<file path="config.mk">
export PLATFORM = sky130hd
export DESIGN_NAME = sctf_dp
export DESIGN_NICKNAME = d
export VERILOG_FILES = /design/src/hw/rtl/sctf_pkg.sv /design/src/hw/rtl/sctf_dp.sv
export SDC_FILE = /design/constraint.sdc
export NUM_CORES = 2
export LEC_CHECK = 0
export BUFFER_PORTS_ARGS = -buffer_cell sky130_fd_sc_hd__buf_2
export CAP_MARGIN = 5
export CORE_MARGIN = 4
export CORE_UTILIZATION = 25
export DETAILED_ROUTE_END_ITERATION = 10
export PLACE_DENSITY_LB_ADDON = 0.3
export SETUP_SLACK_MARGIN = 0.3
export SLEW_MARGIN = 5
export SYNTH_ARGS = -nofsm -noshare
export SYNTH_HDL_FRONTEND = slang
export SYNTH_MEMORY_MAX_BITS = 65536
export SYNTH_SLANG_ARGS = --single-unit
</file>
<file path="constraint.sdc">
create_clock -name clk -period 11 [get_ports clk]
set_clock_uncertainty 0.2 [all_clocks]
set_input_delay 1.65 -clock clk [delete_from_list [all_inputs] [get_ports clk]]
set_output_delay 1.65 -clock clk [all_outputs]
set_load 0.05 [all_outputs]
</file>
<file path="src/hw/rtl/sctf_pkg.sv">
// sctf_pkg: shared constants, state encoding and controller/datapath
// command and status structs for the slot cache. No dependencies.
`timescale 1ns / 1ps

package sctf_pkg;

  localparam int ROOM_COUNT = 256;
  localparam int SLOT_COUNT = 64;
  localparam int ROOM_W     = $clog2(ROOM_COUNT);
  localparam int SLOT_W     = $clog2(SLOT_COUNT);
  localparam int CNT_W      = $clog2(SLOT_COUNT + 1);
  localparam int CFG_W      = 7;
  localparam int SCALE_W    = 32;
  localparam int BASE_W     = 8;
  localparam int APB_DW     = 32;
  localparam int APB_AW     = 3;
  localparam int REG_IDX_W  = APB_AW - 2;

  localparam logic [REG_IDX_W-1:0] REG_SLOTS_IN_USE = REG_IDX_W'(0);

  localparam logic MODE_TOUCH = 1'b0;
  localparam logic MODE_FREE  = 1'b1;

  typedef enum logic [3:0] {
    S_IDLE,
    S_LOOKUP,
    S_BASE_RD,
    S_CHECK,
    S_SCAN,
    S_ALLOC,
    S_FREE_RD,
    S_FREE_WR,
    S_OUT
  } state_t;

  typedef struct packed {
    logic capture;
    logic hit_done;
    logic miss;
    logic scan_step;
    logic alloc;
    logic free_wr;
    logic load_out;
  } cmd_t;

  typedef struct packed {
    logic hit;
    logic scan_end;
    logic scan_found;
    logic out_free;
  } status_t;

endpackage

</file>
<file path="src/hw/rtl/sctf_dp.sv">
// sctf_dp: slot cache datapath with room and slot tables, free scan
// counter and output register. Depends on sctf_pkg for widths and structs.
`timescale 1ns / 1ps

module sctf_dp (
  input  logic                          clk,
  input  logic                          rst,
  input  sctf_pkg::cmd_t                cmd,
  output sctf_pkg::status_t             stat,
  input  logic [sctf_pkg::ROOM_W-1:0]   room,
  input  logic [sctf_pkg::BASE_W-1:0]   base_room,
  input  logic [sctf_pkg::SCALE_W-1:0]  scale_bits,
  input  logic [sctf_pkg::SLOT_W-1:0]   slot,
  input  logic [sctf_pkg::CFG_W-1:0]    slots_in_use,
  output logic [sctf_pkg::SLOT_W-1:0]   slot_index,
  output logic                          refill_needed,
  output logic                          out_valid,
  input  logic                          out_stall
);

  // captured item
  logic [sctf_pkg::ROOM_W-1:0]  room_q;
  logic [sctf_pkg::BASE_W-1:0]  base_q;
  logic [sctf_pkg::SCALE_W-1:0] scale_q;
  logic [sctf_pkg::SLOT_W-1:0]  slot_q;

  // room to slot table, valid bit per room
  logic [sctf_pkg::SLOT_W-1:0]  rts_mem [sctf_pkg::ROOM_COUNT];
  logic [sctf_pkg::ROOM_COUNT-1:0] rts_valid;
  logic [sctf_pkg::SLOT_W-1:0]  rts_rd;

  // per-slot tables
  logic [sctf_pkg::ROOM_W-1:0]  sr_mem [sctf_pkg::SLOT_COUNT];
  logic [sctf_pkg::SLOT_COUNT-1:0] sr_valid;
  logic [sctf_pkg::ROOM_W-1:0]  sr_rd;
  logic [sctf_pkg::BASE_W-1:0]  base_mem [sctf_pkg::SLOT_COUNT];
  logic [sctf_pkg::BASE_W-1:0]  base_rd;
  logic [sctf_pkg::SCALE_W-1:0] scale_mem [sctf_pkg::SLOT_COUNT];
  logic [sctf_pkg::SCALE_W-1:0] scale_rd;
  // one bit per slot, set while the slot is free
  logic [sctf_pkg::SLOT_COUNT-1:0] free_vec;

  logic [sctf_pkg::CNT_W-1:0]   cnt;
  logic [sctf_pkg::CNT_W-1:0]   lim;
  logic [sctf_pkg::SLOT_W-1:0]  pick;
  logic [sctf_pkg::SLOT_W-1:0]  res_idx;
  logic                         res_refill;

  always_ff @(posedge clk) begin
    if (cmd.capture) begin
      room_q  <= room;
      base_q  <= base_room;
      scale_q <= scale_bits;
      slot_q  <= slot;
    end
  end

  always_ff @(posedge clk) begin
    if (cmd.alloc) begin
      rts_mem[room_q] <= pick;
    end
    rts_rd <= rts_mem[room_q];
  end

  always_ff @(posedge clk) begin
    if (cmd.alloc) begin
      sr_mem[pick] <= room_q;
    end
    sr_rd <= sr_mem[slot_q];
  end

  always_ff @(posedge clk) begin
    if (cmd.alloc) begin
      base_mem[pick] <= base_q;
    end
    base_rd <= base_mem[rts_rd];
  end

  always_ff @(posedge clk) begin
    if (cmd.alloc) begin
      scale_mem[pick] <= scale_q;
    end
    scale_rd <= scale_mem[rts_rd];
  end

  always_ff @(posedge clk) begin
    if (rst) begin
      rts_valid <= '0;
    end else if (cmd.alloc) begin
      rts_valid[room_q] <= 1'b1;
    end else if (cmd.free_wr && sr_valid[slot_q]) begin
      rts_valid[sr_rd] <= 1'b0;
    end
  end

  always_ff @(posedge clk) begin
    if (rst) begin
      sr_valid <= '0;
      free_vec <= '1;
    end else begin
      if (cmd.miss && rts_valid[room_q]) begin
        sr_valid[rts_rd] <= 1'b0;
      end
      if (cmd.alloc) begin
        sr_valid[pick] <= 1'b1;
        free_vec[pick] <= 1'b0;
      end
      if (cmd.free_wr) begin
        sr_valid[slot_q] <= 1'b0;
        free_vec[slot_q] <= 1'b1;
      end
    end
  end

  // search length is capped at the slot count
  assign lim = (slots_in_use > sctf_pkg::CFG_W'(sctf_pkg::SLOT_COUNT))
             ? sctf_pkg::CNT_W'(sctf_pkg::SLOT_COUNT)
             : sctf_pkg::CNT_W'(slots_in_use);

  always_comb begin
    stat.hit        = rts_valid[room_q] && !free_vec[rts_rd]
                    && (base_rd == base_q) && (scale_rd == scale_q);
    stat.scan_end   = (cnt >= lim);
    stat.scan_found = free_vec[cnt[sctf_pkg::SLOT_W-1:0]];
    stat.out_free   = !out_valid || !out_stall;
  end

  always_ff @(posedge clk) begin
    if (rst) begin
      cnt <= '0;
    end else if (cmd.miss) begin
      cnt <= '0;
    end else if (cmd.scan_step && !stat.scan_end && !stat.scan_found) begin
      cnt <= cnt + sctf_pkg::CNT_W'(1);
    end
  end

  // no free slot in range falls back to slot 0
  always_ff @(posedge clk) begin
    if (cmd.scan_step) begin
      if (stat.scan_end) begin
        pick <= '0;
      end else if (stat.scan_found) begin
        pick <= cnt[sctf_pkg::SLOT_W-1:0];
      end
    end
  end

  always_ff @(posedge clk) begin
    if (cmd.hit_done) begin
      res_idx    <= rts_rd;
      res_refill <= 1'b0;
    end else if (cmd.alloc) begin
      res_idx    <= pick;
      res_refill <= 1'b1;
    end else if (cmd.free_wr) begin
      res_idx    <= slot_q;
      res_refill <= 1'b0;
    end
  end

  always_ff @(posedge clk) begin
    if (rst) begin
      out_valid <= 1'b0;
    end else if (cmd.load_out) begin
      out_valid <= 1'b1;
    end else if (!out_stall) begin
      out_valid <= 1'b0;
    end
  end

  always_ff @(posedge clk) begin
    if (cmd.load_out) begin
      slot_index    <= res_idx;
      refill_needed <= res_refill;
    end
  end

endmodule
</file>
==> Word-level counts from Yosys, hierarchy flattened <==
Memories as Yosys holds them, arrays and structs flattened. A register that Yosys moved wholly into a read port is not among the register bits.
Cells that the tools add are included.
Widths: inputs -> output; s select.
{ "totals": {"reg_bits": 466, "mem_bits_rw": 4608, "inputBits": 71, "out_inout_bits": 12, "elab_cells": 109, "n_memories": 4} }
{ "mem_list": {"columns": ["name", "depth", "width", "rd", "rd_clocked_by_memory_dff", "wr", "line_no", "source"], "rows": [
  ["scale_mem", 64, 32, 1, 1, 1, "sctf_dp.sv:38", "logic [sctf_pkg::SCALE_W-1:0] scale_mem [sctf_pkg::SLOT_COUNT];"],
  ["rts_mem", 256, 6, 1, 1, 1, "sctf_dp.sv:28", "logic [sctf_pkg::SLOT_W-1:0] rts_mem [sctf_pkg::ROOM_COUNT];"],
  ["base_mem", 64, 8, 1, 1, 1, "sctf_dp.sv:36", "logic [sctf_pkg::BASE_W-1:0] base_mem [sctf_pkg::SLOT_COUNT];"],
  ["sr_mem", 64, 8, 1, 1, 1, "sctf_dp.sv:33", "logic [sctf_pkg::ROOM_W-1:0] sr_mem [sctf_pkg::SLOT_COUNT];"]
]} }
{ "classes": {"add_sub_neg": 1, "n_lt_le_gt_ge": 13, "n_eq_ne": 3, "n_mux": 39, "bitwise_logic": 11, "reduce_logical": 24} }
{ "ops": {"columns": ["cell", "count"], "rows": [
  ["$mux 256", 2],
  ["$mux 64", 8],
  ["$and 256x256->256", 1],
  ["$not 256->256", 1],
  ["$or 256x256->256", 1],
  ["$and 64x64->64", 3],
  ["$not 64->64", 3],
  ["$or 64x64->64", 2],
  ["$eq 32x32->1", 1],
  ["$lt 6x7->1 const B", 4],
  ["$mux 6", 4],
  ["$bmux 1 s6", 3],
  ["$demux 1 s6", 3],
  ["$ge 6x1->1 const B", 3],
  ["$lt 8x9->1 const B", 2],
  ["$demux 1 s8", 2],
  ["$ge 8x1->1 const B", 2],
  ["$mux 1", 15],
  ["$logic_and 1x1->1", 12],
  ["$bmux 1 s8", 1],
  ["$eq 8x8->1", 1],
  ["$add 7x1->7 const B", 1],
  ["$ge 7x7->1", 1],
  ["$gt 7x7->1 const B", 1],
  ["8 further kinds", 14]
]} }

==> Logic depth before layout (Yosys ltp) <==
{ "logic_depth": {"depth_word": 13, "depth_mapped": 14, "mapped_depth_nobuf": 10} }

==> Least setup slack after synthesis <==
Ideal clock, no wire load.
{ "synth_timing": {"kind": "flip-flop to flip-flop", "startpoint": "reg pick[3] (netlist bit)", "endpoint": "reg sr_valid[24] (netlist bit)", "setup_ps": 93, "t_arrival_ps": 9080, "t_required_ps": 10707, "slack_ps": 1627, "path_stages_with_launch": 6, "path_buffers": 1, "period_less_slack_ps": 9373, "cell_sequence": "edfxtp_1 -> clkbuf_1 -> nand4b_1 -> nor4_1 -> o21ai_0 -> a31oi_1"} }
{ "synth_between": {"elab_chain_len": 9, "word_cells_on_any_way": 10, "cone_classes": "order compare (2); mux (5); bitwise (2); reduce/logical (1)"} }
{ "synth_lines": {"columns": ["element", "line_no", "source"], "rows": [
  ["start: declaration", "sctf_dp.sv:45", "logic [sctf_pkg::SLOT_W-1:0] pick;"],
  ["start signal: assignment", "sctf_dp.sv:144", "pick <= cnt[sctf_pkg::SLOT_W-1:0];"],
  ["$lt 6x7->1 (implied by the code) / $ge 6x1->1 (equally long branches)", "sctf_dp.sv:105", "sr_valid[pick] <= 1'b1;"],
  ["$logic_and 1x1->1 (implied by the code)", "sctf_dp.sv:105", null],
  ["$mux 1 (implied by the code)", "sctf_dp.sv:105", null],
  ["$demux 1 s6 *", "sctf_dp.sv:105", null],
  ["$or 64x64->64 (no line) *", null, null],
  ["$mux 64 *", "sctf_dp.sv:104", "if (cmd.alloc) begin"],
  ["$mux 64 *", "sctf_dp.sv:97", "if (rst) begin"],
  ["$and 64x64->64 (no line)", null, null],
  ["$mux 64 *", "sctf_dp.sv:108", "if (cmd.free_wr) begin"],
  ["end signal: assignment", "sctf_dp.sv:98", "sr_valid <= '0;"],
  ["end signal: indexed assignment", "sctf_dp.sv:105", null],
  ["end signal: indexed assignment", "sctf_dp.sv:109", "sr_valid[slot_q] <= 1'b0;"],
  ["end: declaration", "sctf_dp.sv:34", "logic [sctf_pkg::SLOT_COUNT-1:0] sr_valid;"]
]} }
Mark *: on every way between the ends. The rest lies on a longest branch, timed or not. The select of a mux whose other input is x is not followed.
A chain may end at the register's enable or synchronous reset.

==> run_results.csv <==
group,metric,value,unit
floorplan,die_h,884.1,microns
power_and_ir_drop,ir_drop,183.0,uV
drt,firstDrtPassIters,6,
drt,ant_nets,0,
status,status,"completed",
min_path,min_path_cells,0,
drt,wl,680300,microns
sta,period_minus_slack,8.720,ns
global_routing,grt.total_usage,16.59,%
worst_setup_path,path_cells,"buf_4 -> xnor2_1 -> nand4_1 -> nor4_1 -> nand4_1 -> a221o_1 -> nor3_1 -> buf_4 -> o2111a_1 -> buf_2",
power_and_ir_drop,p_seq_share,48.3,%
worst_setup_path,critical_path_class,"register to primary output",
sta,slew_headroom,7.125,%
clock_network,cts-root-buf,"clkbuf_16",
global_routing,grt_pass1_vias,108100,
drt,vias_per_cell,5.157,
worst_setup_path,crit_fanout,65,
logic_synthesis,ys_types,68,
global_routing,grt_first_pass_wirelength,927700,microns
floorplan,start_util,25.10,%
clock_network,cts_resized,0,
logic_synthesis,avgSynthCellArea,17.99,sq um
logic_synthesis,synth_edf_count,4681,
sta,period_share,79.27,%
power_and_ir_drop,p_int,33.01,mW
placed_design,hpwl,385100,microns
global_routing,antenna_found_initial,37,
worst_setup_path,r2r_setup_slack,5.58,ns
logic_synthesis,ys.warnings.count,0,
clock_network,cts.sinks,5128,
drt,drt-initial-drc-count,16000,
floorplan,boundaryPins,83,
min_path,hold_path.class,"register to register",
drt,wire_per_inst,31.38,microns
cells_and_area,fin_util,29.29,%
clock_network,clk_latency,1.11,ns
sta,final-max-slew-violation-count,0,
drt,num_vias,111800,
cells_and_area,syn2layout_area_growth,16.73,%
power_and_ir_drop,total_power,44.68,mW
min_path,hold-path-endpoint,"slot_index[2]$_DFFE_PP_",
worst_setup_path,cp_data_arrival_time,6.87,ns
logic_synthesis,async_flop_share,0,%
power_and_ir_drop,comb_power_share,11.1,%
clock_network,cts_buffers,550,
worst_setup_path,slowest_stage,"nor4_1",
power_and_ir_drop,p_switching,11.67,mW
logic_synthesis,netlist_area,191900,sq um
clock_network,clk_path_buf_depth,4,
placed_design,routabilityCongestion,0.8978,
logic_synthesis,synthesis.nets,10750,
sta,fmax,0.1147,GHz
cells_and_area,final_cell_mix,"4681 x edfxtp_1, 1072 x a22oi_1, 551 x clkbuf_16, 534 x mux4_2, 486 x nor2_1",
sta,fin_setup_tns,0,ns
sta,hold_viol,0,
power_and_ir_drop,power.density,199.5,nW/um^2
floorplan,num_rows,321,
logic_synthesis,ys_ff_latch,5128,
cells_and_area,final_common_cell,"edfxtp_1",
clock_network,htreeDepth,6,
clock_network,cts-hold-fix-buffers,0,
worst_setup_path,start_kind,"register",
min_path,worstHoldStart,"res_idx[2]$_DFFE_PP_",
worst_setup_path,worst_r2r_endpoint,"rts_rd[3]$_DFF_P_",
logic_synthesis,syn_inst,10670,
clock_network,cts_tree,"built",
worst_setup_path,r2r-start,"room_q[1]$_DFFE_PP_",
worst_setup_path,crit_path_max_incr_delay,0.94,ns
power_and_ir_drop,switching_share,26.12,%
logic_synthesis,ys_seq_area_share,77.91,%
power_and_ir_drop,p_leak,68.23,nW
cells_and_area,nets,11110,
floorplan,die_x,884.1,microns
worst_setup_path,end_kind,"primary output",
power_and_ir_drop,pwr-share-clk,40.6,%
floorplan,core_area,764700,sq um
clock_network,post_cts_buffers,0,
worst_setup_path,critical_path_required,9.15,ns
sta,setup_viol,0,
job,maxCapViolations,0,
drt,drc,0,
floorplan,die_area,781700,sq um
global_routing,grt_overflow,0,
placed_design,io_buffers,82,
logic_synthesis,synth_top_flop_cell,"edfxtp_1",
worst_setup_path,rr_worst_depth,8,
sta,rsz0062_at_grt,"no",
global_routing,grt_max_degree,121,
cells_and_area,drive_gt1_share,16.79,%
sta,tightestPinTransition,1.382,ns
clock_network,clk_pin_slew_worst_paths,0.06,ns
==> synthesized netlist by cell type, types with 32 or more instances <==
| cell | n | area (sq um) |
|---|---|---|
| a211oi_1 | 129 | 968.4 |
| a21oi_1 | 229 | 1146 |
| a221oi_1 | 282 | 2470 |
| a22o_1 | 282 | 2470 |
| a22oi_1 | 1072 | 8048 |
| a311oi_1 | 84 | 735.7 |
| a31oi_1 | 344 | 2152 |
| buf_1 | 151 | 566.8 |
| buf_2 | 87 | 435.4 |
| clkbuf_1 | 460 | 1727 |
| dfxtp_1 | 447 | 8949 |
| edfxtp_1 | 4681 | 140600 |
| inv_1 | 150 | 563.0 |
| mux2i_1 | 109 | 1091 |
| mux4_2 | 534 | 12030 |
| nand2_1 | 329 | 1235 |
| nand3_1 | 82 | 410.4 |
| nand4_1 | 126 | 788.3 |
| nor2_1 | 558 | 2095 |
| nor3_1 | 44 | 220.2 |
| nor4_1 | 51 | 319.1 |
| o21ai_0 | 189 | 945.9 |
| xnor2_1 | 32 | 280.3 |
==> per-stage QoR <==
stage               hold slack (ns)  worst slack, ns  std cells  cell area (sq um)
floorplan                    0.2003            1.627      10670             191900
global route                 0.2214            2.215      21680             224000
finish                       0.2170            2.280      21680             224000
global placement             0.2058            3.449      20650             206400
CTS                          0.2196            2.278      21650             223900
detailed placement           0.2063            3.448      20650             206500
==> kinds of logic (layout without fill, tap and decap cells) <==
kind of cell               Yosys count  in the layout  share of synthesized area, %
other                                0             29                             0
and+or+nand+nor                   1303           1303                         3.053
DFF                               5128           5128                         77.91
muxes                              657            657                         6.918
AOI/OAI and AO/OA                 2672           2672                         10.13
buffers and inverters              858           1669                         1.754
xor gates and xnor gates            40             40                        0.1826
adders and majority gates            8              8                       0.05216
==> flip-flops by register name, indices dropped and copies added, names as in the netlist, 6 cells and up <==
register,cells
scale_mem,2048
rts_mem,1536
base_mem,512
sr_mem,512
rts_valid,256
free_vec,64
sr_valid,64
scale_q,32
scale_rd,32
base_q,8
base_rd,8
room_q,8
sr_rd,8
cnt,7
pick,6
res_idx,6
rts_rd,6
slot_index,6
slot_q,6
==> power by group through the flow <==
stage                     sequential (mW)  combinational, mW  clock [mW]
after floorplan                      22.2               2.53           0
after global placement               22.0               4.90           0
after detailed placement             22.0               4.90           0
after CTS                            21.6               4.91        18.4
after global routing                 21.6               5.14        19.2
final                                21.6               4.95        18.1
==> worst max-delay path by stage <==
stage	startpoint	endpoint	slack, ns	cells after the start
floorplan	pick[3]$_SDFFCE_PP0P_	sr_valid[24]$_SDFF_PP0_	1.63	5
global placement	scale_q[12]$_DFFE_PP_	stat[3]	3.45	10
detailed placement	scale_q[12]$_DFFE_PP_	stat[3]	3.45	10
CTS	scale_q[12]$_DFFE_PP_	stat[3]	2.28	10
global route	scale_q[12]$_DFFE_PP_	stat[3]	2.21	10
finish	scale_q[12]$_DFFE_PP_	stat[3]	2.28	10
==> worst max-delay path, delay by kind of cell, from the launching register on <==
family	cells	cell delay, ns
flops	1	0.37
buf+inv	3	0.95
xor+xnor	1	0.78
simple gates	4	2.71
compound gates	2	0.93
==> per-layer routing <==
layer	vias to the layer above	global-route usage (%)	part of all wire, %	wire length (microns)
met5	-	0	0.0076	52
met4	8	4.978	3.2	21590
met3	1040	2.955	8.4	57190
met2	5755	25.77	46	310200
met1	60000	23.69	43	291300
li1	45000	-	-	-
==> final cells by class <==
type	count	area, sq um
antenna	29	72.57
sequential	5128	149500
clock buffer	743	14770
tap	10170	12730
multi-input combinational	4680	39790
fill	75340	540700
inverter	151	566.8
timing repair buffer	517	3871
clock inverter	258	2708
No activity file was read; power rests on OpenSTA's default activity.
