==> src/hw/rtl/sctf_pkg.sv <==
// sctf_pkg: shared constants, state encoding and controller/datapath
// command and status structs for the slot cache. No dependencies.
`timescale 1ns / 1ps

package sctf_pkg;

  localparam int ROOM_COUNT = 256;
  localparam int SLOT_COUNT = 64;
  localparam int ROOM_W     = $clog2(ROOM_COUNT);
  localparam int SLOT_W     = $clog2(SLOT_COUNT);
  localparam int CNT_W      = $clog2(SLOT_COUNT + 1);
  localparam int CFG_W      = 7;
  localparam int SCALE_W    = 32;
  localparam int BASE_W     = 8;
  localparam int APB_DW     = 32;
  localparam int APB_AW     = 3;
  localparam int REG_IDX_W  = APB_AW - 2;

  localparam logic [REG_IDX_W-1:0] REG_SLOTS_IN_USE = REG_IDX_W'(0);

  localparam logic MODE_TOUCH = 1'b0;
  localparam logic MODE_FREE  = 1'b1;

  typedef enum logic [3:0] {
    S_IDLE,
    S_LOOKUP,
    S_BASE_RD,
    S_CHECK,
    S_SCAN,
    S_ALLOC,
    S_FREE_RD,
    S_FREE_WR,
    S_OUT
  } state_t;

  typedef struct packed {
    logic capture;
    logic hit_done;
    logic miss;
    logic scan_step;
    logic alloc;
    logic free_wr;
    logic load_out;
  } cmd_t;

  typedef struct packed {
    logic hit;
    logic scan_end;
    logic scan_found;
    logic out_free;
  } status_t;

endpackage

==> src/hw/rtl/sctf_ctrl.sv <==
// sctf_ctrl: sequencing state machine for touch and free items.
// Depends on sctf_pkg for the state type and command/status structs.
`timescale 1ns / 1ps

module sctf_ctrl (
  input  logic              clk,
  input  logic              rst,
  input  logic              in_valid,
  input  logic              mode,
  input  sctf_pkg::status_t stat,
  output sctf_pkg::cmd_t    cmd,
  output logic              in_stall
);

  sctf_pkg::state_t state;
  sctf_pkg::state_t state_next;

  always_ff @(posedge clk) begin
    if (rst) begin
      state <= sctf_pkg::S_IDLE;
    end else begin
      state <= state_next;
    end
  end

  always_comb begin
    state_next = state;
    unique case (state)
      sctf_pkg::S_IDLE: begin
        if (in_valid) begin
          state_next = (mode == sctf_pkg::MODE_FREE) ? sctf_pkg::S_FREE_RD
                                                     : sctf_pkg::S_LOOKUP;
        end
      end
      sctf_pkg::S_LOOKUP:  state_next = sctf_pkg::S_BASE_RD;
      sctf_pkg::S_BASE_RD: state_next = sctf_pkg::S_CHECK;
      sctf_pkg::S_CHECK: begin
        state_next = stat.hit ? sctf_pkg::S_OUT : sctf_pkg::S_SCAN;
      end
      sctf_pkg::S_SCAN: begin
        if (stat.scan_end || stat.scan_found) begin
          state_next = sctf_pkg::S_ALLOC;
        end
      end
      sctf_pkg::S_ALLOC:   state_next = sctf_pkg::S_OUT;
      sctf_pkg::S_FREE_RD: state_next = sctf_pkg::S_FREE_WR;
      sctf_pkg::S_FREE_WR: state_next = sctf_pkg::S_OUT;
      sctf_pkg::S_OUT: begin
        if (stat.out_free) begin
          state_next = sctf_pkg::S_IDLE;
        end
      end
      default: state_next = sctf_pkg::S_IDLE;
    endcase
  end

  always_comb begin
    cmd      = '0;
    in_stall = (state != sctf_pkg::S_IDLE);
    unique case (state)
      sctf_pkg::S_IDLE:    cmd.capture   = in_valid;
      sctf_pkg::S_CHECK: begin
        cmd.hit_done = stat.hit;
        cmd.miss     = !stat.hit;
      end
      sctf_pkg::S_SCAN:    cmd.scan_step = 1'b1;
      sctf_pkg::S_ALLOC:   cmd.alloc     = 1'b1;
      sctf_pkg::S_FREE_WR: cmd.free_wr   = 1'b1;
      sctf_pkg::S_OUT:     cmd.load_out  = stat.out_free;
      default: ;
    endcase
  end

endmodule

==> config.mk <==
export PLATFORM = sky130hd
export DESIGN_NAME = sctf_ctrl
export DESIGN_NICKNAME = d
export VERILOG_FILES = /design/src/hw/rtl/sctf_pkg.sv /design/src/hw/rtl/sctf_ctrl.sv
export SDC_FILE = /design/constraint.sdc
export NUM_CORES = 1
export LEC_CHECK = 0
export BUFFER_PORTS_ARGS = -buffer_cell sky130_fd_sc_hd__buf_2
export CORE_AREA = 2 2 39 41
export CTS_BUF_LIST = sky130_fd_sc_hd__clkbuf_16
export DETAILED_ROUTE_END_ITERATION = 8
export DIE_AREA = 0 0 41 43
export GPL_TIMING_DRIVEN = 0
export PLACE_DENSITY = 0.53
export REMOVE_ABC_BUFFERS = 1
export SLEW_MARGIN = 20
export SYNTH_ARGS = -nofsm -noshare
export SYNTH_HDL_FRONTEND = slang
export SYNTH_SLANG_ARGS = --single-unit
==> constraint.sdc <==
create_clock -name clk -period 2.3 [get_ports clk]
set_input_delay 0.46 -clock clk [delete_from_list [all_inputs] [get_ports clk]]
set_output_delay 0.46 -clock clk [all_outputs]
set_load 0.03 [all_outputs]
======== Word level (Yosys, flattened, before mapping) ========
Cells that the tools add are included.
operators by class
  mux-type cells .......................... 12
  equal/unequal tests ..................... 11
  reduce and logical (&&, ||, !) cells .... 6
operator list
  kind                number
  $pmux 4 s8          1
  $eq 4x3->1 const B  4
  $mux 4              4
  $eq 4x2->1 const B  2
  $ne 2x2->1 const B  3
  $mux 1              5
  $eq 4x1->1 const B  1
  $eq 4x4->1 const B  1
  $logic_not 4->1     1
  $reduce_bool 4->1   1
  $mux 3              1
  $reduce_and 3->1    1
  $mux 2              1
  $reduce_or 2->1     1
  $logic_not 1->1     1
  $logic_or 1x1->1    1
storage, ports and cells
  output and inout bits ................... 8
  register bits after elaboration ......... 4

======== Depth between registers and ports, before layout ========
Gate-level depths: netlist of the first run.
  depth in word-level cells ............... 3
  gate-level depth with buffers ........... 4

======== Worst setup path after synthesis of the first run ========
OpenSTA, ideal clock, no wires.
  path type ............................... flip-flop to output port
  from .................................... register state[0]
  to ...................................... output port cmd[5] (netlist name)
  slack ................................... 463 ps
  path buffers ............................ 0
  cell stages (with the launch flop) ...... 4
  data arrival time ....................... 1377 ps
  data required time ...................... 1840 ps
  cells stage by stage .................... dfxtp_1 nor2b_1 nand2_1 nor3b_1
RTL lines
  what                    RTL line         text
  start, declared         sctf_ctrl.sv:15  sctf_pkg::state_t state;
  start signal, assigned  sctf_ctrl.sv:20  state <= sctf_pkg::S_IDLE;
  start signal, assigned  sctf_ctrl.sv:22  state <= state_next;
  end, declared           sctf_ctrl.sv:11  output sctf_pkg::cmd_t cmd,

==> results of run 1 <==
-- layer usage --
layer	track usage [%]	wire [um]
met2	11.9	318
met1	13.8	315
met5	0	0
met4	8.00	15
met3	3.14	50
-- synthesized netlist by cell type --
| cell type | number |
|---|---|
| nor2_1 | 6 |
| o21ai_0 | 1 |
| nand2_1 | 3 |
| dfxtp_1 | 4 |
| buf_2 | 1 |
| clkbuf_1 | 1 |
| or2b_1 | 1 |
| and3_1 | 2 |
| nor3b_1 | 1 |
| inv_1 | 2 |
| mux2i_1 | 1 |
| o22a_1 | 1 |
| o211a_1 | 2 |
| a21boi_1 | 1 |
| or3_1 | 1 |
| nand2b_1 | 2 |
| nor4_1 | 1 |
| nor2b_1 | 2 |
| nor3_1 | 3 |
| or4b_1 | 1 |
| a21oi_1 | 2 |
-- layout make-up --
cell class / instances / area share (%)
well taps: 16 / 4.52
repair buffers: 15 / 16.9
multi-input cells: 31 / 41.8
clock buffers: 3 / 16.9
flip-flops and latches: 4 / 18.1
inverters: 2 / 1.69
-- worst reg2reg max path: stages, from the launching register on --
cell,delay [ps]
dfxtp_1,380
or4b_1,550
o22a_1,220
nor2_1,80
-- through the flow --
stage	utilization, %	setup slack (ps)	area, um2	hold slack, ps
after floorplan	-	454	273	532
after global placement	26.6	615	368	636
after detailed placement	26.6	610	368	626
after CTS	32.0	376	443	419
after global routing	32.0	305	443	434
final	32.0	390	443	426
-- cells by family after synthesis --
family | Yosys count | share of synthesized area (%)
AO/OA/AOI/OAI | 7 | 18.2
buffers and inverters | 4 | 5.78
flip-flops | 4 | 28.4
multiplexers | 1 | 3.56
AND/OR/NAND/NOR | 23 | 44.0
-- cell usage in the layout, fill, tap and decap left out --
cell type / n
a21boi_1: 1
o21ai_0: 1
nor4_1: 1
nor3_1: 3
nand2_1: 3
mux2i_1: 1
nor2_1: 6
or3_1: 1
o211a_1: 2
nand2b_1: 2
nor3b_1: 1
dfxtp_1: 4
a21oi_1: 2
o22a_1: 1
clkbuf_16: 3
nor2b_1: 2
or4b_1: 1
inv_1: 2
and3_1: 2
or2b_1: 1
buf_2: 15
-- power groups by stage --
stage	clock network [mW]	logic [mW]	registers [mW]
2_1_floorplan	0	0.0899	0.102
4_1_cts	0.274	0.120	0.109
3_5_place_dp	0	0.120	0.110
3_3_place_gp	0	0.118	0.109
6_report	0.269	0.119	0.108
5_1_grt	0.280	0.132	0.113
-- final timing paths --
path	end	slack, ps	cells past startpoint
min reg2reg	state[1]	640	2
max reg2reg	state[3]	1010	3
max	cmd[0]	390	3
min	state[3]	430	2
==> summary.txt, run 1 <==
Drt
  • DRT iter0 DRCs: 2
  • Via count: ~320
  • Antenna Violating Nets Remaining: 0
  • Vias per std cell: 4.46
  • WL final: 700 um
  • Residual DRC count: 0
  • DR pass1 iterations: 2
  • Avg WL per Cell: 9.86 um

Power
  • Leakage: 0.228 nW
  • Clock power frac: 54.2%
  • Int Pwr: 351 uW
  • Peak supply drop: 0.484 mV
  • Final Power: 497 uW
  • P_sw: 145 uW
  • Sw Ratio: around 29%
  • Flop pwr share: roughly 22%
  • Combinational power share: 23.9%
  • PwrDens: 1120 nW/um2

Clocking
  • Root Buffer: clkbuf_16
  • TritonCTS buffer count: 3
  • Hold_buf cts: 0
  • CTS tree: yes
  • Max H-tree Level: 1
  • Setup bufs post-CTS: 0
  • Clk sink count: 4
  • Post-CTS Resized: 0
  • Clock latency on the worst-skew pair: 220 ps
  • Clock Pin Slew Worst Setup and Hold Paths: 30 ps
  • Clock Path Buffers: 2

Floorplan
  • DIE HEIGHT: 43 um
  • Core area: between 1000 and 1500 um2
  • # IOs: 16
  • Die footprint: 1760 um2
  • # rows: 14
  • DIE WIDTH: 41 um
  • Initial Util: 20.3%

STA
  • Rel. slew slack: 74.9%
  • Sum Neg Setup Slack: 0 ps
  • Crit share post-route: 83.0%
  • RSZ-0062 raised after global routing: false
  • Fmax: 524 MHz
  • Final Hold Fails: 0
  • Max Transition Viols Final: 0
  • Clk_skew: 0.490 ps
  • Worst Tran Pin Value: 376 ps
  • Tmin final: 1910 ps
  • Final setup fails: 0

Synthesis
  • Seq/Total Area, Yosys: 28.4%
  • Distinct cells, synth: 21
  • Post-synth top area cell: dfxtp_1
  • Synth top area share: approximately 28%
  • Largest cells by area after synthesis: dfxtp_1 (28%), nor2_1 (8.0%), o211a_1 (7.1%)
  • #FFs+latches synth: 4
  • Post-Syn Area: 282 um2
  • Cells after Synth: 39
  • Synth Area per Inst: 7.22 um2
  • Total number of yosys warnings: 0

Layout
  • Area growth, synth to finish: 57.3%
  • Fillers: 155
  • Largest regs: state x4
  • Max reg flops: 4
  • Reg with most FFs: state
  • Multi-input logic area: 185 um2
  • NumNets Final: 65
  • Layout Cells excl Fill: 71
  • Storage element area: 80.1 um2
  • Layout cells sized above 1: 32.7%
  • Ant diodes: 0

Global routing
  • Initial antenna violation count: 0
  • GR Util All Layers: under 10%
  • GRT overflow: 0
  • Vias in the first global route: 254
  • First-pass GRT wire length: 1.14 mm
  • Largest net degree at the start of global routing: 13

Setup path
  • Crit path largest cell delay: 550 ps
  • CP required: 1840 ps
  • Worst Path Arrival: 1450 ps
  • Worst-path maximum fanout: 11
  • Crit path cell chain: or4b_1 -> nor2_1 -> buf_2
  • CP top delay family: simple AND/OR/NAND/NOR gates
  • Worst R2R Start: state[1]
  • Critical Path Slowest Stage Cell: or4b_1
  • Worst Path Buf+Inv: 1
  • Crit Path Class: reg2out
  • Setup crit end kind: output port
  • Worst Setup SP: state[1]
  • Startpoint types: flip-flop

Outcome
  • Status: finished, final reports clean

Job
  • Max-cap violations: 0

Placed design
  • DP HPWL: about 510 um
  • Final GP Congestion: about 0.73
  • Buffers on Ports: 15
  • Inst Count DP: 68

Hold path
  • Min-delay src: rst
  • Hold crit path type: in2reg
Power figures use the tool's default switching activity.
==> run 2: changes to the inputs <==
--- a/config.mk
+++ b/config.mk
@@ -11,7 +11,7 @@
 export DETAILED_ROUTE_END_ITERATION = 8
 export DIE_AREA = 0 0 41 43
 export GPL_TIMING_DRIVEN = 0
-export PLACE_DENSITY = 0.53
+export PLACE_DENSITY = 0.55
 export REMOVE_ABC_BUFFERS = 1
 export SLEW_MARGIN = 20
 export SYNTH_ARGS = -nofsm -noshare
==> constraint.sdc (replaced) <==
create_clock -name clk -period 1.6 [get_ports clk]
set_input_delay 0.32 -clock clk [delete_from_list [all_inputs] [get_ports clk]]
set_output_delay 0.32 -clock clk [all_outputs]
set_load 0.03 [all_outputs]
==> run 2 against run 1 <==
The flow now finishes with violations (negative setup slack). Clock skew increased by 2.8 ps. Final cell count is 7.0% higher. First-iteration DRC count stayed put. Utilization increased by 7.1 points. Setup slack got worse by 440 ps. Global-route usage is 0.29 points lower. Non-clock buffer count rose by 5. Critical path depth stayed put. Count of clock-buffer cells in the layout unchanged. Power rose by 55%. Flip-flop and latch count is the same. Sequential share of layout area fell by 0.49 points.
==> summary.txt, run 2 (synthesis results as in run 1) <==
Layout
  • Ant diodes: 0 (unchanged)
  • Most frequent cells in the layout: buf_2 (11), buf_4 (8), nor2_1 (5), dfxtp_4 (4), clkbuf_16 (3)
  • NumNets Final: 70 (+7.7%)
  • Design area: 541 um2 (+22%)
  • Most common cell after layout, fill and taps aside: buf_2
  • Max reg flops: 4 (unchanged)
  • Post-layout util: 39.1% (+7.1 points)
  • Reg with most FFs: state
  • Area growth, synth to finish: 92.0%
  • Layout cells sized above 1: 55.0% (+22 points)
  • Largest regs: state x4

Drt
  • DR pass1 iterations: 2 (unchanged)
  • Antenna Violating Nets Remaining: 0 (unchanged)
  • Uppermost routed layer: met3
  • Metal2 WL: 378 um (+19%)
  • Met3 Wirelength: 69 um (+38%)
  • WL final: 766 um (+9.4%)
  • Avg WL per Cell: 10.1 um (+2.2%)
  • DRT iter0 DRCs: 2 (unchanged)
  • Residual DRC count: 0 (unchanged)
  • Vias per std cell: 4.49 (+0.49%)
  • Wire length on met1: 317 um (+0.63%)
  • Via count: 341 (+7.6%)

Global routing
  • GR Util All Layers: 9.64% (-0.29 points)
  • Vias in the first global route: 274 (+7.9%)
  • First-pass GRT wire length: 1.10 mm (-3.6%)
  • GRT overflow: 0 (unchanged)
  • Initial antenna violation count: 0 (unchanged)
  • Largest net degree at the start of global routing: 12 (-1)

Floorplan
  • # IOs: 16 (unchanged)
  • Core area: 1380 um2 (unchanged)
  • Die footprint: 1760 um2 (unchanged)
  • Initial Util: 20.3% (unchanged)
  • # rows: 14 (unchanged)
  • DIE HEIGHT: 43 um (unchanged)
  • DIE WIDTH: 41 um (unchanged)

STA
  • Worst Tran Pin Value: 307 ps (-68.4 ps)
  • Crit share post-route: 103%
  • Final Hold Fails: 0 (unchanged)
  • Tmin final: 1650 ps
  • Final setup fails: 1 (+1)
  • Max Transition Viols Final: 0 (unchanged)
  • Rel. slew slack: 79.4% (+4.4 points)
  • Clk_skew: 3.30 ps (+2.81 ps)
  • Fmax: 605 MHz
  • Setup ws final: -52.0 ps (-442 ps)
  • WHS: 271 ps (-155 ps)
  • Sum Neg Setup Slack: -52.0 ps (-52.0 ps)
  • RSZ-0062 raised after global routing: true

Clocking
  • CTS tree: yes
  • TritonCTS buffer count: 3 (unchanged)
  • Root Buffer: clkbuf_16
  • Clk sink count: 4 (unchanged)
  • Clock latency on the worst-skew pair: 220 ps (about the same)
  • Clock Path Buffers: 2 (unchanged)
  • Clock Pin Slew Worst Setup and Hold Paths: 30 ps (about the same)
  • Max H-tree Level: 1 (unchanged)
  • Hold_buf cts: 0 (unchanged)

Placed design
  • Final GP Congestion: 0.766 (+5.0%)
  • Setup WS pre-CTS: 39.8 ps (-571 ps)
  • DP HPWL: 499 um (-2.2%)
  • Buffers on Ports: 15 (unchanged)
  • Area after DPL: 368 um2 (unchanged)

Setup path
  • Worst Path Buf+Inv: 1 (unchanged)
  • Setup crit end kind: output port
  • Worst Setup SP: state[1]
  • Crit path cell chain: or4b_4 -> nor2_4 -> buf_6
  • Worst R2R Start: state[1]
  • Slack of the worst reg-to-reg path: 350 ps (-660 ps)
  • RR Endpoint: state[3]
  • Worst Path Arrival: 1330 ps (-120 ps)
  • Startpoint types: flip-flop
  • Number of cells on the critical path: 3 (unchanged)
  • Crit Path Class: reg2out
  • Setup crit end: cmd[0]
  • Worst-path maximum fanout: 2 (-9)
  • CP top delay family: simple AND/OR/NAND/NOR gates
  • Critical Path Slowest Stage Cell: or4b_4
  • CP required: 1280 ps (-560 ps)
  • R2r worst-path depth: 3 (unchanged)
  • Crit path largest cell delay: 560 ps (about the same)

Power
  • Leakage: 0.266 nW (+17%)
  • PwrDens: 1420 nW/um2 (+27%)
  • Peak supply drop: 0.718 mV (+48%)

Outcome
  • Status: finished with violations
  • Failing checks: negative setup slack

Job
  • Max-cap violations: 0 (unchanged)

Hold path
  • Hold crit path type: in2reg
-- run 2: per-layer routing --
| layer | GRT usage, % | vias to the layer above |
|---|---|---|
| met1 | 11.6 | 149 |
| met4 | 0 | 0 |
| met2 | 13.1 | 12 |
| met5 | 0 | - |
| met3 | 9.42 | 0 |
| li1 | - | 180 |
-- run 2: metrics by stage --
step                      std cells  power, mW
after floorplan                  37      0.276
after global placement           68      0.327
after detailed placement         68      0.329
after CTS                        76      0.765
after global routing             76      0.816
final                            76      0.769
-- run 2: power by group --
| group | total (mW) | internal, mW | switching (mW) |
|---|---|---|---|
| combinational | 0.253 | 0.109 | 0.144 |
| clock | 0.381 | 0.319 | 0.0628 |
| sequential | 0.135 | 0.122 | 0.0123 |
| total | 0.769 | 0.550 | 0.219 |
-- run 2: repair_timing --
action                                  CTS  global route
endpoints found under the setup margin    3             5
buffers inserted                          5             0
pin swaps                                 2             2
gates cloned                              0             0
gates resized for setup                  10            12
-- run 2: worst min-delay path by stage --
stage	to	cells past startpoint	slack [ps]	start
6_report	state[3]	2	270	rst
5_1_grt	state[3]	2	290	rst
4_1_cts	state[3]	2	270	rst
3_5_place_dp	state[3]	2	510	rst
3_3_place_gp	state[3]	2	510	rst
2_1_floorplan	state[3]	1	390	rst
-- run 2: cell type report --
| class | count | area, um2 |
|---|---|---|
| fillers | 149 | 843 |
| repair buffers | 20 | 126 |
| inverters | 2 | 7.51 |
| clock buffers | 3 | 75.1 |
| flip-flops and latches | 4 | 95.1 |
| multi-input cells | 31 | 216 |
| well taps | 16 | 20.0 |
==> run 3: changes to the inputs <==
--- a/config.mk
+++ b/config.mk
@@ -5,14 +5,16 @@
 export SDC_FILE = /design/constraint.sdc
 export NUM_CORES = 1
 export LEC_CHECK = 0
+export ABC_AREA = 1
 export BUFFER_PORTS_ARGS = -buffer_cell sky130_fd_sc_hd__buf_2
 export CORE_AREA = 2 2 39 41
 export CTS_BUF_LIST = sky130_fd_sc_hd__clkbuf_16
 export DETAILED_ROUTE_END_ITERATION = 8
 export DIE_AREA = 0 0 41 43
 export GPL_TIMING_DRIVEN = 0
-export PLACE_DENSITY = 0.55
+export PLACE_DENSITY = 0.57
 export REMOVE_ABC_BUFFERS = 1
+export SKIP_CTS_REPAIR_TIMING = 1
 export SLEW_MARGIN = 20
 export SYNTH_ARGS = -nofsm -noshare
 export SYNTH_HDL_FRONTEND = slang
==> run 3 against run 2 <==
Largest cell class unchanged. Synthesized cell count increased by 38%. Area after synthesis increased by 8.9%. Highest routed layer is now met4. Largest power group is now combinational logic. Register-to-register slack improved by 60 ps. The run now ends clean. Critical path depth increased by 2. Utilization decreased by 1.4 points. Critical endpoint is now cmd[2]. Worst hold slack improved by 29 ps. Setup slack improved by 120 ps.
==> summary.txt, run 3 <==
Drt
  • Antenna Violating Nets Remaining: 0 (unchanged)
  • DRT iter0 DRCs: 5 (+3)
  • Via count: 394 (+16%)
  • Vias per std cell: 4.33 (-3.5%)
  • Residual DRC count: 0 (unchanged)
  • DR pass1 iterations: 3 (+1)
  • WL final: 815 um (+6.4%)
  • Avg WL per Cell: 8.96 um (-11%)

Power
  • Flop pwr share: 16.1% (-1.4 points)
  • P_sw: 568 uW (+160%)
  • PwrDens: 2510 nW/um2 (+76%)
  • Final Power: 1.30 mW (+70%)
  • Sw Ratio: 43.6% (+15 points)
  • Leakage: 0.300 nW (+13%)
  • Clock power frac: 30.0% (-20 points)
  • Peak supply drop: 1.10 mV (+53%)
  • Combinational power share: 54.0% (+21 points)
  • Int Pwr: 736 uW (+34%)

Placed design
  • Final GP Congestion: 0.879 (+15%)
  • Inst Count DP: 85 (+25%)
  • DP HPWL: 600 um (+20%)
  • Buffers on Ports: 15 (unchanged)

STA
  • Crit share post-route: 95.7% (-7.6 points)
  • Max Transition Viols Final: 0 (unchanged)
  • Final setup fails: 0 (-1)
  • Final Hold Fails: 0 (unchanged)
  • WHS: 300 ps (+28.8 ps)
  • Tmin final: 1530 ps (-121 ps)
  • Fmax: 653 MHz (+7.9%)
  • Worst Tran Pin Value: 223 ps (-84.5 ps)
  • Clk_skew: 1.25 ps (-2.05 ps)
  • Rel. slew slack: 85.1% (+5.8 points)
  • Sum Neg Setup Slack: 0 ps (+52.0 ps)

Hold path
  • Hold crit path type: in2reg
  • Min-delay src: rst
  • Hold depth: 2 (unchanged)

Synthesis
  • #FFs+latches synth: 4 (unchanged)
  • Post-Syn Area: 307 um2 (+8.9%)
  • Cells after Synth: 54 (+38%)
  • Total number of yosys warnings: 0 (unchanged)
  • Synth Area per Inst: 5.68 um2 (-21%)
  • Largest cells by area after synthesis: dfxtp_1 (26%), inv_1 (16%), nand3_1 (13%)
  • Synth top area share: 26.1% (-2.3 points)
  • Seq/Total Area, Yosys: 26.1% (-2.3 points)
  • Post-synth top area cell: dfxtp_1
  • Post-synth ARST share: 0% (unchanged)
  • Post-synth top flop: dfxtp_1
  • Most frequent cells after synthesis: inv_1 (13), nand2_1 (9), nor2_1 (9)
  • Number of synthesized flops with an enable pin: 0 (unchanged)
  • Distinct cells, synth: 14 (-33%)
  • Most numerous cell in the Yosys netlist: inv_1

Layout
  • Post-layout util: 37.6% (-1.4 points)
  • NumNets Final: 85 (+21%)
  • Reg with most FFs: state
  • Area growth, synth to finish: 69.8%
  • Layout cells sized above 1: 34.7% (-20 points)
  • Ant diodes: 0 (unchanged)
  • Largest regs: state x4
  • Layout Cells excl Fill: 91 (+20%)
  • Max reg flops: 4 (unchanged)
  • Most frequent cells in the layout: inv_1 (13), buf_2 (13), nand2_1 (9), nor2_1 (9), nand3_1 (8)

Job
  • Max-cap violations: 0 (unchanged)

Global routing
  • Largest net degree at the start of global routing: 8 (-4)
  • GRT overflow: 0 (unchanged)
  • Vias in the first global route: 304 (+11%)
  • GR Util All Layers: 10.1% (+0.50 points)
  • GRT met1 Usage: 11.9% (+0.32 points)
  • GR Util met2: 14.4% (+1.2 points)
  • Initial antenna violation count: 0 (unchanged)
  • M3 GR Usage: 3.14% (-6.3 points)
  • Most Crowded Layer GR: met2
  • First-pass GRT wire length: 1.17 mm (+6.9%)

Clocking
  • Max H-tree Level: 1 (unchanged)
  • CTS tree: yes
  • Clock Path Buffers: 2 (unchanged)
  • Clock Pin Slew Worst Setup and Hold Paths: 30 ps (about the same)
  • TritonCTS buffer count: 3 (unchanged)
  • Clock latency on the worst-skew pair: 230 ps (about the same)
  • Root Buffer: clkbuf_16
  • Clk sink count: 4 (unchanged)

Setup path
  • CP required: 1280 ps (about the same)
  • Crit Path Class: reg2out
  • Worst Setup SP: state[2]
  • R2r worst-path depth: 7 (+4)
  • Crit path largest cell delay: 380 ps (-180 ps)
  • Worst R2R Start: state[1]
  • Worst-path maximum fanout: 5 (+3)
  • Worst Path Arrival: 1210 ps (-120 ps)
  • Crit path top cell by count: inv_1
  • Critical Path Slowest Stage Cell: dfxtp_1
  • Setup crit end kind: output port
  • Startpoint types: flip-flop
  • Crit path cell chain: inv_1 -> nor2_4 -> inv_1 -> nor3_1 -> buf_4

Floorplan
  • Core area: 1380 um2 (unchanged)
  • Die footprint: 1760 um2 (unchanged)
  • Initial Util: 22.2% (+1.8 points)
  • DIE HEIGHT: 43 um (unchanged)
  • # IOs: 16 (unchanged)
  • # rows: 14 (unchanged)
  • DIE WIDTH: 41 um (unchanged)

Outcome
  • Status: finished, final reports clean
==> run 3: cell types whose count changed after synthesis, moves of 2 or more <==
cell and change:
nor3_1 -2, nor2_2 +3, nand2_1 +6, nand2b_1 -2
nor2_1 +3, o211a_1 -2, inv_1 +11, nor2b_1 -2
nand3_1 +8, and3_1 -2
==> run 3: final timing paths <==
check / to / slack (ps)
max reg2reg: state[2] / 410
min: state[1] / 300
min reg2reg: state[1] / 640
max: cmd[2] / 70
==> run 3: through the flow <==
step	cell area [um2]	setup slack, ps
after global placement	402	216
after detailed placement	402	220
after floorplan	307	11.7
after global routing	520	-1.33
final	520	69.2
after CTS	477	-31.5
==> run 3: final cells by class <==
cell class              count  area (um2)
flip-flops and latches      4        81.3
inverters                  13        48.8
clock buffers               3        75.1
repair buffers             18         103
multi-input cells          37         193
well taps                  16        20.0
fillers                   146         863
==> run 3: power groups by stage <==
stage               Combinational (mW)  Clock [mW]  Sequential, mW
floorplan                        0.463           0           0.182
global placement                 0.593           0           0.188
detailed placement               0.591           0           0.191
CTS                              0.595       0.392           0.190
global route                     0.776       0.401           0.214
finish                           0.704       0.391           0.210
==> run 3: worst max-delay path: cells and delay by family (launching register included) <==
family | cells | cell delay, ps
buffers and inverters | 3 | 340
DFF | 1 | 380
and+or+nand+nor | 2 | 260
==> run 3: logic make-up after synthesis <==
| group | Yosys count | share of synthesized area, % |
|---|---|---|
| simple gates | 34 | 52.7 |
| buf+inv | 13 | 15.9 |
| flops | 4 | 26.1 |
| compound gates | 3 | 5.30 |
==> run 3: layer usage <==
layer	vias up	routed length, um	share of wire (%)
met1	173	355	44
met2	9	401	49
met3	2	30	3.7
li1	210	-	-
met4	0	27	3.3
met5	-	0	0
